===== src/sv/spq_pkg.sv =====
// Package: shared codes, widths and control types of the sorted priority queue.
package spq_pkg;

   // Defaults of the top-level parameters
   localparam int DEF_QUEUE_DEPTH = 16;
   localparam int DEF_PRIO_BITS   = 8;
   localparam int DEF_HANDLE_BITS = 16;

   // Fixed field widths
   localparam int FUNC_BITS   = 1;
   localparam int STATUS_BITS = 2;
   localparam int OCC_BITS    = 5;

   // Operation codes
   localparam logic [FUNC_BITS-1:0] FUNC_INSERT = 1'b0;
   localparam logic [FUNC_BITS-1:0] FUNC_REMOVE = 1'b1;

   // Result status codes
   localparam logic [STATUS_BITS-1:0] ST_OK    = 2'd0;
   localparam logic [STATUS_BITS-1:0] ST_EMPTY = 2'd1;
   localparam logic [STATUS_BITS-1:0] ST_FULL  = 2'd2;

   // Per-cycle command broadcast to every cell
   typedef struct packed {
      logic ins;
      logic rem;
   } spq_ctl_type;

endpackage


===== src/sv/spq_cell.sv =====
// Module: one storage cell of the sorted shift chain.
module spq_cell
   import spq_pkg::*;
#(
   parameter int PRIO_BITS   = DEF_PRIO_BITS,
   parameter int HANDLE_BITS = DEF_HANDLE_BITS
) (
   input  logic                   clock,
   input  logic                   reset,
   input  spq_ctl_type            ctl,
   input  logic [PRIO_BITS-1:0]   new_prio,
   input  logic [HANDLE_BITS-1:0] new_handle,
   input  logic                   left_valid,
   input  logic [PRIO_BITS-1:0]   left_prio,
   input  logic [HANDLE_BITS-1:0] left_handle,
   input  logic                   left_gt,
   input  logic                   right_valid,
   input  logic [PRIO_BITS-1:0]   right_prio,
   input  logic [HANDLE_BITS-1:0] right_handle,
   output logic                   valid,
   output logic [PRIO_BITS-1:0]   prio,
   output logic [HANDLE_BITS-1:0] handle,
   output logic                   gt
);

   logic                   valid_ff, valid_in;
   logic [PRIO_BITS-1:0]   prio_ff, prio_in;
   logic [HANDLE_BITS-1:0] handle_ff, handle_in;

   // empty cells count as holding an infinitely large priority
   assign gt = !valid_ff || (prio_ff > new_prio);

   always_comb begin
      valid_in  = valid_ff;
      prio_in   = prio_ff;
      handle_in = handle_ff;
      if (ctl.rem) begin
         valid_in  = right_valid;
         prio_in   = right_prio;
         handle_in = right_handle;
      end else if (ctl.ins && gt) begin
         if (left_gt) begin
            // make room: take the neighbor's entry
            valid_in  = left_valid;
            prio_in   = left_prio;
            handle_in = left_handle;
         end else begin
            valid_in  = 1'b1;
            prio_in   = new_prio;
            handle_in = new_handle;
         end
      end
   end

   always_ff @(posedge clock) begin
      if (reset) begin
         valid_ff <= 1'b0;
      end else begin
         valid_ff <= valid_in;
      end
      prio_ff   <= prio_in;
      handle_ff <= handle_in;
   end

   assign valid  = valid_ff;
   assign prio   = prio_ff;
   assign handle = handle_ff;

endmodule


===== src/sv/sorted_priority_queue_core.sv =====
// Module: top level of the sorted priority queue built as a chain of cells.
//
// Usage:
//  - Request channel (req_*): req_func selects insert or remove; req_handle_in
//    and req_prio_in give the entry on insert. A transfer happens on a rising
//    edge with req_valid high and req_stall low.
//  - Response channel (rsp_*): exactly one response per request, in order:
//    rsp_status (ok, empty on remove, full on insert), rsp_handle_out (the
//    removed head handle, zero otherwise) and rsp_occupancy after the op.
//  - Response: registered, it shows in the cycle after the request transfer.
//  - Throughput: one request per cycle while req_stall is low. Every cell
//    compares its own priority with the incoming one and shifts in one step,
//    so an insert or a remove finishes in the cycle of its transfer.
//  - Lower priority values leave first; equal priorities leave in arrival
//    order. An insert into a full queue is dropped with status full.
//  - Stall: while rsp_stall holds a waiting response, req_stall is raised
//    and the queue state and response stay frozen. A new request is still
//    taken in the cycle the waiting response transfers.
//  - Reset (synchronous, active high) empties the queue at once; entry
//    payloads are not cleared, only the per-cell valid bits.
module sorted_priority_queue_core
   import spq_pkg::*;
#(
   parameter int QUEUE_DEPTH = DEF_QUEUE_DEPTH,
   parameter int PRIO_BITS   = DEF_PRIO_BITS,
   parameter int HANDLE_BITS = DEF_HANDLE_BITS
) (
   input  logic                   clock,
   input  logic                   reset,
   input  logic                   req_valid,
   output logic                   req_stall,
   input  logic [FUNC_BITS-1:0]   req_func,
   input  logic [HANDLE_BITS-1:0] req_handle_in,
   input  logic [PRIO_BITS-1:0]   req_prio_in,
   output logic                   rsp_valid,
   input  logic                   rsp_stall,
   output logic [STATUS_BITS-1:0] rsp_status,
   output logic [HANDLE_BITS-1:0] rsp_handle_out,
   output logic [OCC_BITS-1:0]    rsp_occupancy
);

   localparam int                  CNT_BITS  = $clog2(QUEUE_DEPTH + 1);
   localparam logic [CNT_BITS-1:0] DEPTH_CNT = CNT_BITS'(QUEUE_DEPTH);
   localparam logic [CNT_BITS-1:0] CNT_ONE   = CNT_BITS'(1);

   // chain taps: index i is cell i, cell 0 is the head
   logic                   cell_valid  [QUEUE_DEPTH];
   logic [PRIO_BITS-1:0]   cell_prio   [QUEUE_DEPTH];
   logic [HANDLE_BITS-1:0] cell_handle [QUEUE_DEPTH];
   logic                   cell_gt     [QUEUE_DEPTH];

   logic                   accept;
   logic                   is_insert;
   logic                   full;
   logic                   empty;
   spq_ctl_type            ctl;

   logic [CNT_BITS-1:0]    count_ff, count_in;
   logic                   rsp_valid_ff, rsp_valid_in;
   logic [STATUS_BITS-1:0] status_ff, status_in;
   logic [HANDLE_BITS-1:0] handle_ff, handle_in;
   logic [OCC_BITS-1:0]    occ_ff, occ_in;

   // response register parts the two sides; hold only while it is stuck
   assign req_stall = rsp_valid_ff && rsp_stall;
   assign accept    = req_valid && !req_stall;
   assign is_insert = (req_func == FUNC_INSERT);
   assign full      = (count_ff == DEPTH_CNT);
   assign empty     = (count_ff == '0);

   // full inserts and empty removes leave the chain untouched
   assign ctl.ins = accept && is_insert && !full;
   assign ctl.rem = accept && !is_insert && !empty;

   for (genvar i = 0; i < QUEUE_DEPTH; i++) begin : g_cell
      logic                   l_valid, l_gt, r_valid;
      logic [PRIO_BITS-1:0]   l_prio, r_prio;
      logic [HANDLE_BITS-1:0] l_handle, r_handle;

      if (i == 0) begin : g_head
         assign l_valid  = 1'b0;
         assign l_gt     = 1'b0;
         assign l_prio   = '0;
         assign l_handle = '0;
      end else begin : g_mid
         assign l_valid  = cell_valid[i-1];
         assign l_gt     = cell_gt[i-1];
         assign l_prio   = cell_prio[i-1];
         assign l_handle = cell_handle[i-1];
      end

      if (i == QUEUE_DEPTH - 1) begin : g_tail
         assign r_valid  = 1'b0;
         assign r_prio   = '0;
         assign r_handle = '0;
      end else begin : g_body
         assign r_valid  = cell_valid[i+1];
         assign r_prio   = cell_prio[i+1];
         assign r_handle = cell_handle[i+1];
      end

      spq_cell #(
         .PRIO_BITS   (PRIO_BITS),
         .HANDLE_BITS (HANDLE_BITS)
      ) u_cell (
         .clock        (clock),
         .reset        (reset),
         .ctl          (ctl),
         .new_prio     (req_prio_in),
         .new_handle   (req_handle_in),
         .left_valid   (l_valid),
         .left_prio    (l_prio),
         .left_handle  (l_handle),
         .left_gt      (l_gt),
         .right_valid  (r_valid),
         .right_prio   (r_prio),
         .right_handle (r_handle),
         .valid        (cell_valid[i]),
         .prio         (cell_prio[i]),
         .handle       (cell_handle[i]),
         .gt           (cell_gt[i])
      );
   end

   // fill count and response build
   always_comb begin
      count_in     = count_ff;
      rsp_valid_in = rsp_valid_ff && rsp_stall;
      status_in    = status_ff;
      handle_in    = handle_ff;
      occ_in       = occ_ff;
      if (ctl.ins) begin
         count_in = count_ff + CNT_ONE;
      end else if (ctl.rem) begin
         count_in = count_ff - CNT_ONE;
      end
      if (accept) begin
         rsp_valid_in = 1'b1;
         handle_in    = '0;
         status_in    = ST_OK;
         if (is_insert && full) begin
            status_in = ST_FULL;
         end else if (!is_insert && empty) begin
            status_in = ST_EMPTY;
         end else if (!is_insert) begin
            handle_in = cell_handle[0];
         end
         occ_in = OCC_BITS'(count_in);
      end
   end

   always_ff @(posedge clock) begin
      if (reset) begin
         count_ff     <= '0;
         rsp_valid_ff <= 1'b0;
      end else begin
         count_ff     <= count_in;
         rsp_valid_ff <= rsp_valid_in;
      end
      status_ff <= status_in;
      handle_ff <= handle_in;
      occ_ff    <= occ_in;
   end

   assign rsp_valid      = rsp_valid_ff;
   assign rsp_status     = status_ff;
   assign rsp_handle_out = handle_ff;
   assign rsp_occupancy  = occ_ff;

endmodule


===== config.mk =====
export PLATFORM = sky130hd
export DESIGN_NAME = sorted_priority_queue_core
export DESIGN_NICKNAME = d
export VERILOG_FILES = /design/src/sv/spq_pkg.sv /design/src/sv/spq_cell.sv /design/src/sv/sorted_priority_queue_core.sv
export SDC_FILE = /design/constraint.sdc
export NUM_CORES = 1
export LEC_CHECK = 0
export ABC_CLOCK_PERIOD_IN_PS = 6500
export BUFFER_PORTS_ARGS = -buffer_cell sky130_fd_sc_hd__buf_2
export CAP_MARGIN = 20
export CORE_MARGIN = 8
export CORE_UTILIZATION = 64
export CTS_CLUSTER_DIAMETER = 80
export DETAILED_ROUTE_END_ITERATION = 8
export PLACE_DENSITY = 0.86
export SLEW_MARGIN = 40
export SYNTH_ARGS = -nofsm -noshare
export SYNTH_HDL_FRONTEND = slang
export SYNTH_SLANG_ARGS = --single-unit

===== constraint.sdc =====
create_clock -name clock -period 6.5 [get_ports clock]
set_clock_uncertainty 0.2 [all_clocks]
set_input_delay 1.625 -clock clock [delete_from_list [all_inputs] [get_ports clock]]
set_output_delay 1.625 -clock clock [all_outputs]
set_load 0.005 [all_outputs]

==> metrics.txt, run 1 <==
# TYPE chip_impl_metric gauge
chip_impl_metric{name="cp_max_fo",unit=""} 17
chip_impl_metric{name="clk_pin_slew_worst_paths",unit="ps"} 60
chip_impl_metric{name="synth.lib_cells_used.distinct",unit=""} 50
chip_impl_metric{name="worstPathArrival",unit="ps"} 4710
chip_impl_info{name="worst_path_max_delay_cell",value="a21oi_2"} 1
chip_impl_metric{name="grt_remaining_overflow",unit=""} 0
chip_impl_metric{name="globalRouteTotalUtil",unit="%"} 26.5
chip_impl_metric{name="synthToLayoutAreaGrowth",unit="%"} 8.31
chip_impl_metric{name="holdWs",unit="ps"} 322
chip_impl_metric{name="timing.critical_path.slowest_cell_delay",unit="ps"} 520
chip_impl_metric{name="setup_tns",unit="ps"} 0
chip_impl_info{name="ys.flop_type",value="edfxtp_1"} 1
chip_impl_metric{name="post_route_cells_drive_above_1_share",unit="%"} 8.44
chip_impl_metric{name="final.min_clock_period",unit="ps"} 4650
chip_impl_metric{name="grt_use_met3",unit="%"} 4.15
chip_impl_metric{name="finalWeightedCongestion",unit=""} 0.868
chip_impl_metric{name="postCtsSetupBuffers",unit=""} 0
chip_impl_metric{name="dp.final_hpwl",unit="um"} 39900
chip_impl_metric{name="floorplan.initialDensity",unit="%"} 64.8
chip_impl_metric{name="fin_total_pwr",unit="uW"} 8650
chip_impl_metric{name="finalMaxSlewViolations",unit=""} 0
chip_impl_metric{name="crit_path_buffers_inverters",unit=""} 4
chip_impl_info{name="run_status",value="finished, final reports clean"} 1
chip_impl_metric{name="met2_usage",unit="%"} 45.3
chip_impl_metric{name="coreArea",unit="sq um"} 37600
chip_impl_metric{name="cts_max_path_buffers",unit=""} 3
chip_impl_metric{name="multi_input_area",unit="sq um"} 11000
chip_impl_metric{name="place.port_buffers",unit=""} 53
chip_impl_metric{name="avgViaCountPerCell",unit=""} 6.55
chip_impl_info{name="yosys.cell_count.top_type",value="o21ai_0"} 1
chip_impl_metric{name="timing.final.hold_violations",unit=""} 0
chip_impl_metric{name="worst-slew-pin-transition",unit="ps"} 832
chip_impl_metric{name="post_cts.resized_instances",unit=""} 0
chip_impl_metric{name="worst_ep_required_time",unit="ps"} 6560
chip_impl_metric{name="number_of_antenna_violations_at_the_first_check_in_global_routing",unit=""} 1
chip_impl_info{name="hold_class",value="flop to flop"} 1
chip_impl_metric{name="dpl_worst_slack",unit="ps"} 1390
chip_impl_metric{name="post-route-worst-setup-slack",unit="ps"} 1850
chip_impl_metric{name="sequential_fraction_of_the_synthesis_area",unit="%"} 51.0
chip_impl_metric{name="routedWlPerCell",unit="um"} 21.1
chip_impl_metric{name="async_reset_ff_share",unit="%"} 0
chip_impl_metric{name="ff_latch_area",unit="sq um"} 12400
chip_impl_metric{name="final_net_count",unit=""} 2469
chip_impl_metric{name="insertion_delay",unit="ps"} 570
chip_impl_metric{name="wire_length_of_the_first_global_routing_pass",unit="um"} 97100
chip_impl_metric{name="fillcell_total",unit=""} 2585
chip_impl_metric{name="synthesis.yosys.warnings",unit=""} 0
chip_impl_metric{name="grt_use_met1",unit="%"} 33.9
chip_impl_info{name="startpoint_type",value="input pin"} 1
chip_impl_metric{name="syn-mean-instance-area",unit="sq um"} 10.3
chip_impl_metric{name="synthesis.area",unit="sq um"} 24300
chip_impl_info{name="unrepaired_setup_endpoints_after_global_routing",value="false"} 1
chip_impl_info{name="synth_commonest_cells",value="o21ai_0, edfxtp_1, nand2_1, mux2i_1, a21oi_1"} 1
chip_impl_info{name="tritoncts",value="built"} 1
chip_impl_metric{name="power.ir.vdd_worst",unit="uV"} 259
chip_impl_info{name="cts_root_buffer",value="clkbuf_16"} 1
chip_impl_info{name="synth_top_cell_by_area",value="edfxtp_1"} 1
chip_impl_info{name="critPathMostFrequentCell",value="buf_4"} 1
chip_impl_metric{name="yosys_register_bits",unit=""} 429
chip_impl_metric{name="syn-num-nets",unit=""} 2527
chip_impl_metric{name="maximum_number_of_pins_on_one_net_before_global_route_repair",unit=""} 167
chip_impl_info{name="synth_top_cells_by_area",value="edfxtp_1, mux2i_1, o21ai_0"} 1
chip_impl_metric{name="fin_crit_sh",unit="%"} 71.5
chip_impl_metric{name="numCtsBuffers",unit=""} 44
chip_impl_metric{name="netlist_instances",unit=""} 2368
chip_impl_metric{name="detail_route.first_pass.iterations",unit=""} 5
chip_impl_metric{name="htree_num_levels",unit=""} 2
chip_impl_metric{name="detailedRoute.firstIterationViolations",unit=""} 2007
chip_impl_metric{name="edff_count_synth",unit=""} 383
chip_impl_info{name="worst-setup-path-type",value="input pin to flop"} 1
chip_impl_metric{name="grt_pass1_vias",unit=""} 18900
chip_impl_metric{name="slew-limit-headroom",unit="%"} 44.5
chip_impl_metric{name="core.rowCount",unit=""} 71
chip_impl_info{name="worstSetupEndpointType",value="flop"} 1
chip_impl_metric{name="maxCapViolCount",unit=""} 0
chip_impl_metric{name="die_w",unit="um"} 211
chip_impl_metric{name="synth_largest_type_area_fraction",unit="%"} 47.2
chip_impl_metric{name="dieArea",unit="sq um"} 44500
chip_impl_metric{name="finalWirelength",unit="um"} 60200
chip_impl_metric{name="die_h",unit="um"} 211
chip_impl_metric{name="num_io_pins",unit=""} 54
chip_impl_info{name="grt-busiest-layer",value="met2"} 1
chip_impl_metric{name="cts.sinks",unit=""} 429
chip_impl_metric{name="route.vias.total",unit=""} 18700
chip_impl_metric{name="power_density",unit="nW/um^2"} 328
chip_impl_metric{name="clock.fmax",unit="MHz"} 215
chip_impl_metric{name="post_cts_hold_buffer_count",unit=""} 0
chip_impl_info{name="critical-path-top-delay-family",value="buffers and inverters"} 1
chip_impl_metric{name="setup_viol",unit=""} 0
chip_impl_info{name="cp_cell_sequence",value="buf_2 -> inv_1 -> ha_1 -> nor2b_1 -> o21bai_1 -> a21oi_1 -> o21ai_4 -> buf_4 -> a21oi_2 -> buf_4"} 1
chip_impl_metric{name="detail-route-antenna-nets",unit=""} 0
chip_impl_metric{name="drc",unit=""} 0
chip_impl_metric{name="total_leakage_power",unit="uW"} 0.00991
-- cell families after synthesis --
| kind of cell | share of synthesized area, % |
|---|---|
| AOI/OAI and AO/OA | 16.0 |
| xor gates and xnor gates | 0.108 |
| adders and majority gates | 6.68 |
| buffers and inverters | 4.52 |
| DFF | 51.0 |
| muxes | 11.9 |
| and+or+nand+nor | 9.72 |
-- final timing paths --
path,startpoint,end,slack (ps),depth (start not counted)
worst min register to register,g_cell[15].u_cell.valid$_SDFFE_PP0P_,g_cell[14].u_cell.valid$_SDFFE_PP0P_,320,2
worst max register to register,count_ff[0]$_SDFF_PP0_,g_cell[13].u_cell.handle[5]$_DFFE_PP_,3120,7
worst min-delay path,g_cell[15].u_cell.valid$_SDFFE_PP0P_,g_cell[14].u_cell.valid$_SDFFE_PP0P_,320,2
worst max-delay path,req_prio_in[1],g_cell[7].u_cell.handle[5]$_DFFE_PP_,1850,10
-- layout make-up --
type	instances	area share, %
Timing Repair Buffer	103	2.75
Inverter	36	0.512
Antenna cell	2	0.0190
Clock inverter	21	0.868
Multi-Input combinational cell	1696	41.7
Clock buffer	61	4.61
Sequential cell	429	47.1
Tap cell	511	2.42
-- placed cells by master, fill, tap and decap left out, types with 13 or more instances in the layout --
| master | Yosys | final |
|---|---|---|
| clkbuf_1 | 117 | 13 |
| buf_4 | 9 | 43 |
| nor2b_1 | 16 | 16 |
| edfxtp_1 | 383 | 383 |
| buf_2 | 70 | 53 |
| nor2_1 | 85 | 85 |
| a21oi_1 | 158 | 152 |
| clkbuf_16 | 0 | 45 |
| o211ai_1 | 16 | 16 |
| o21ai_0 | 391 | 385 |
| inv_1 | 36 | 35 |
| and2_1 | 20 | 20 |
| mux2i_1 | 289 | 289 |
| a31oi_1 | 80 | 72 |
| nand2_1 | 370 | 370 |
| nand3_1 | 23 | 23 |
| dfxtp_1 | 46 | 46 |
| a21o_1 | 23 | 23 |
| nand4_1 | 22 | 22 |
| ha_1 | 130 | 130 |
-- stage by stage --
step | area (sq um) | std cells | utilization, %
floorplan | 24300 | 2368 | -
global placement | 24900 | 2772 | 66.2
detailed placement | 24900 | 2774 | 66.2
CTS | 26300 | 2856 | 70.1
global route | 26400 | 2857 | 70.2
finish | 26400 | 2859 | 70.2
-- per-layer routing --
| metal | vias to the layer above | part of all wire (%) |
|---|---|---|
| met1 | 9122 | 41 |
| met3 | 167 | 7.2 |
| met4 | 0 | 2.8 |
| met2 | 841 | 49 |
| li1 | 8604 | - |
| met5 | - | 0 |
-- flip-flops by register name (all words and copies together) (netlist names) --
signal	cells
g_cell.u_cell.handle	256
g_cell.u_cell.prio	128
g_cell.u_cell.valid	16
rsp_handle_out	16
count_ff	5
rsp_occupancy	5
rsp_status	2
rsp_valid	1
-- tightest hold or removal path: cells and delay by family, from the launching register on --
kind	cells	cell delay [ps]
flip-flops	1	350
AND/OR/NAND/NOR	1	70
AO/OA/AOI/OAI	1	50
-- where the power goes --
part / switching (uW) / internal [uW] / leakage [uW]
registers: 317 / 3710 / 0.00401
clock network: 1110 / 1480 / 0.000706
logic: 1300 / 730 / 0.00520
Power figures use the tool's default switching activity.
==> run 2: changes to the inputs <==
ABC_AREA = 1   (was not set)
ABC_CLOCK_PERIOD_IN_PS = 4100   (was 6500)
CORE_UTILIZATION = 58   (was 64)
PLACE_DENSITY = 0.83   (was 0.86)
clock period = 4.1 ns   (was 6.5 ns; I/O delays follow)
==> run 2 against run 1 <==
Net effect: worst hold slack worse by 6.0 ps; non-clock buffer count up 21; register-to-register slack worse by 2100 ps; sequential power is 53% higher; largest power group unchanged; global-route usage grew 3.2 points; clock power grew 60%; count of clock-buffer cells in the layout rose by 8; sequential share of layout area decreased by 3.8 points; setup slack lost 870 ps; combinational power grew 78%; critical path type unchanged; die area increased by 19%.
==> metrics.txt, run 2 <==
# TYPE chip_impl_metric gauge
chip_impl_info{name="synth_top_cell_by_area",value="edfxtp_1"} 1
chip_impl_metric{name="detailedRoute.firstIterationViolations",unit=""} 3353
chip_impl_metric{name="grt_pass1_vias",unit=""} 23300
chip_impl_metric{name="wire_length_of_the_first_global_routing_pass",unit="um"} 126000
chip_impl_metric{name="cts.sinks",unit=""} 429
chip_impl_metric{name="fin_total_pwr",unit="uW"} 13900
chip_impl_metric{name="worst-slew-pin-transition",unit="ps"} 916
chip_impl_metric{name="total_leakage_power",unit="uW"} 0.0140
chip_impl_metric{name="number_of_antenna_violations_at_the_first_check_in_global_routing",unit=""} 2
chip_impl_metric{name="antenna-diode-count",unit=""} 0
chip_impl_metric{name="cp_max_fo",unit=""} 32
chip_impl_metric{name="post_route_cells_drive_above_1_share",unit="%"} 7.13
chip_impl_metric{name="syn-num-nets",unit=""} 3682
chip_impl_metric{name="drc",unit=""} 0
chip_impl_info{name="ys.flop_type",value="edfxtp_1"} 1
chip_impl_metric{name="finalMaxSlewViolations",unit=""} 0
chip_impl_metric{name="clock_power_share",unit="%"} 29.8
chip_impl_metric{name="final.min_clock_period",unit="ps"} 3120
chip_impl_metric{name="synthesis.area",unit="sq um"} 26600
chip_impl_metric{name="synth.lib_cells_used.distinct",unit=""} 33
chip_impl_metric{name="slew-limit-headroom",unit="%"} 38.8
chip_impl_metric{name="synth_largest_type_area_fraction",unit="%"} 43.3
chip_impl_metric{name="avgViaCountPerCell",unit=""} 5.94
chip_impl_info{name="worstSetupEndpointType",value="flop"} 1
chip_impl_metric{name="clock.fmax",unit="MHz"} 320
chip_impl_metric{name="clk_pin_slew_worst_paths",unit="ps"} 60
chip_impl_info{name="layout.cells.most_common",value="nand2_1"} 1
chip_impl_info{name="worst-setup-path-type",value="input pin to flop"} 1
chip_impl_metric{name="dp.final_hpwl",unit="um"} 53500
chip_impl_info{name="synth_commonest_cells",value="nand2_1, nand3_1, edfxtp_1, inv_1, o21ai_0"} 1
chip_impl_metric{name="fin_crit_sh",unit="%"} 76.2
chip_impl_metric{name="route.vias.total",unit=""} 24400
chip_impl_metric{name="setup_tns",unit="ps"} 0
chip_impl_metric{name="finalWeightedCongestion",unit=""} 0.917
chip_impl_metric{name="timing.final.hold_violations",unit=""} 0
chip_impl_metric{name="synthesis.yosys.warnings",unit=""} 0
chip_impl_metric{name="globalRouteTotalUtil",unit="%"} 29.8
chip_impl_metric{name="syn-mean-instance-area",unit="sq um"} 7.54
chip_impl_metric{name="power.switching_fraction",unit="%"} 34.3
chip_impl_metric{name="worstPathArrival",unit="ps"} 3190
chip_impl_info{name="synth_top_cells_by_area",value="edfxtp_1, nand2_1, nand3_1"} 1
chip_impl_metric{name="place.port_buffers",unit=""} 53
chip_impl_metric{name="power.ir.vdd_worst",unit="uV"} 309
chip_impl_info{name="most-common-layout-cells",value="nand2_1, nand3_1, edfxtp_1, inv_1, o21ai_0"} 1
chip_impl_metric{name="core.rowCount",unit=""} 78
chip_impl_info{name="unrepaired_setup_endpoints_after_global_routing",value="false"} 1
chip_impl_metric{name="floorplan.initialDensity",unit="%"} 58.7
chip_impl_metric{name="layoutNonFillerInstCount",unit=""} 4108
chip_impl_metric{name="p_seq_share",unit="%"} 44.3
chip_impl_metric{name="routedWlPerCell",unit="um"} 19.7
chip_impl_info{name="run_status",value="finished, final reports clean"} 1
chip_impl_metric{name="maximum_number_of_pins_on_one_net_before_global_route_repair",unit=""} 135
chip_impl_metric{name="yosys_register_bits",unit=""} 429
chip_impl_metric{name="sequential_fraction_of_the_synthesis_area",unit="%"} 46.7
chip_impl_metric{name="finalWirelength",unit="um"} 80900
chip_impl_metric{name="placedCellCount",unit=""} 4020
chip_impl_info{name="yosys.cell_count.top_type",value="nand2_1"} 1
chip_impl_metric{name="synthToLayoutAreaGrowth",unit="%"} 7.91
chip_impl_metric{name="die_h",unit="um"} 230
chip_impl_metric{name="num_io_pins",unit=""} 54
chip_impl_metric{name="detail-route-antenna-nets",unit=""} 0
chip_impl_metric{name="async_reset_ff_share",unit="%"} 0
chip_impl_metric{name="detail_route.first_pass.iterations",unit=""} 7
chip_impl_metric{name="fillcell_total",unit=""} 3854
chip_impl_metric{name="worst_ep_required_time",unit="ps"} 4170
chip_impl_info{name="startpoint_type",value="input pin"} 1
chip_impl_metric{name="postCtsSetupBuffers",unit=""} 0
chip_impl_info{name="hold_class",value="flop to flop"} 1
chip_impl_info{name="cts_root_buffer",value="clkbuf_16"} 1
chip_impl_metric{name="post_cts_hold_buffer_count",unit=""} 0
chip_impl_metric{name="dieArea",unit="sq um"} 52900
chip_impl_metric{name="maxCapViolCount",unit=""} 0
chip_impl_metric{name="htree_num_levels",unit=""} 2
chip_impl_info{name="tritoncts",value="built"} 1
chip_impl_metric{name="cts_max_path_buffers",unit=""} 3
chip_impl_metric{name="coreArea",unit="sq um"} 45300
chip_impl_metric{name="netlist_instances",unit=""} 3523
chip_impl_metric{name="numCtsBuffers",unit=""} 47
chip_impl_metric{name="power_switching",unit="uW"} 4770
chip_impl_metric{name="setup_viol",unit=""} 0
chip_impl_metric{name="power_frac_comb",unit="%"} 25.9
chip_impl_metric{name="insertion_delay",unit="ps"} 590
chip_impl_metric{name="edff_count_synth",unit=""} 383
chip_impl_metric{name="largest_reg_flops",unit=""} 256
chip_impl_metric{name="post_cts.resized_instances",unit=""} 0
chip_impl_metric{name="final_net_count",unit=""} 3628
chip_impl_metric{name="grt_remaining_overflow",unit=""} 0
chip_impl_metric{name="die_w",unit="um"} 230
chip_impl_metric{name="power_density",unit="nW/um^2"} 485
chip_impl_metric{name="internal_power",unit="uW"} 9140
==> run 2: cell types whose count changed after synthesis, moves of 15 or more <==
cell      delta
a21o_1      -21
a21oi_1     -82
a31oi_1     -78
and2_1      -19
inv_1      +213
mux2i_1    -289
nand2_1   +1274
nand3_1    +413
nor2b_1     -16
o211ai_1    -15
o21ai_0    -253
o21ai_1     +17
==> run 2: kinds of logic after synthesis <==
kind of cell,count (synthesis),share of synthesized area [%]
buffers and inverters,483,7.95
and+or+nand+nor,2223,34.1
AOI/OAI and AO/OA,253,4.95
DFF,429,46.7
xor gates and xnor gates,5,0.165
adders and majority gates,130,6.12
==> run 2: power by group through the flow <==
stage	Clock [uW]	Sequential (uW)	Combinational, uW
2_1_floorplan	0	6010	2620
3_3_place_gp	0	6220	3370
3_5_place_dp	0	6220	3490
4_1_cts	4130	6140	3520
5_1_grt	4280	6220	4050
6_report	4140	6160	3610
==> run 2: critical path, stage by stage <==
cell and delay [ps]:
buf_2 90, nand2_1 60, nand2_1 120, nor2_2 250, nand2_8 220, nand2_2 120
inv_1 320, a31oi_2 580, buf_4 370
==> run 2: area by class of cell <==
type / instances / area [sq um] / share of cell area (%)
clock buffer: 69 / 1340 / 4.67
sequential: 429 / 12400 / 43.4
clock inverter: 19 / 128 / 0.445
timing repair buffer: 124 / 936 / 3.26
tap: 600 / 751 / 2.62
inverter: 256 / 968 / 3.38
multi-input combinational: 2611 / 12100 / 42.3
==> run 2: through the flow <==
step           area [sq um]  setup slack [ps]  hold slack (ps)  util (%)
2_1_floorplan         26600              6.58              294         -
3_3_place_gp          27200               549              302      60.0
3_5_place_dp          27200               469              310      60.1
4_1_cts               28700              1040              320      63.3
5_1_grt               28700               802              347      63.3
6_report              28700               977              316      63.3
==> run 2: layer usage <==
metal | share of wire [%] | track usage (%) | vias to the layer above | wire (um)
met4 | 5.1 | 15.0 | 4 | 4140
met1 | 37 | 37.9 | 11200 | 30300
li1 | - | - | 11300 | -
met3 | 12 | 7.72 | 312 | 9760
met5 | 0.033 | 0 | - | 27
met2 | 45 | 46.6 | 1568 | 36700
==> run 2: path summary, 6_finish.rpt <==
| check | startpoint | endpoint | slack [ps] | cells past startpoint |
|---|---|---|---|---|
| worst max-delay path | rsp_stall | g_cell[0].u_cell.handle[14]$_DFFE_PP_ | 980 | 9 |
| worst min-delay path | g_cell[15].u_cell.handle[13]$_SDFFE_PP0P_ | g_cell[15].u_cell.handle[13]$_SDFFE_PP0P_ | 320 | 4 |
| worst max register to register | count_ff[0]$_SDFF_PP0_ | g_cell[0].u_cell.handle[14]$_DFFE_PP_ | 1000 | 10 |
| worst min register to register | g_cell[15].u_cell.handle[13]$_SDFFE_PP0P_ | g_cell[15].u_cell.handle[13]$_SDFFE_PP0P_ | 320 | 4 |
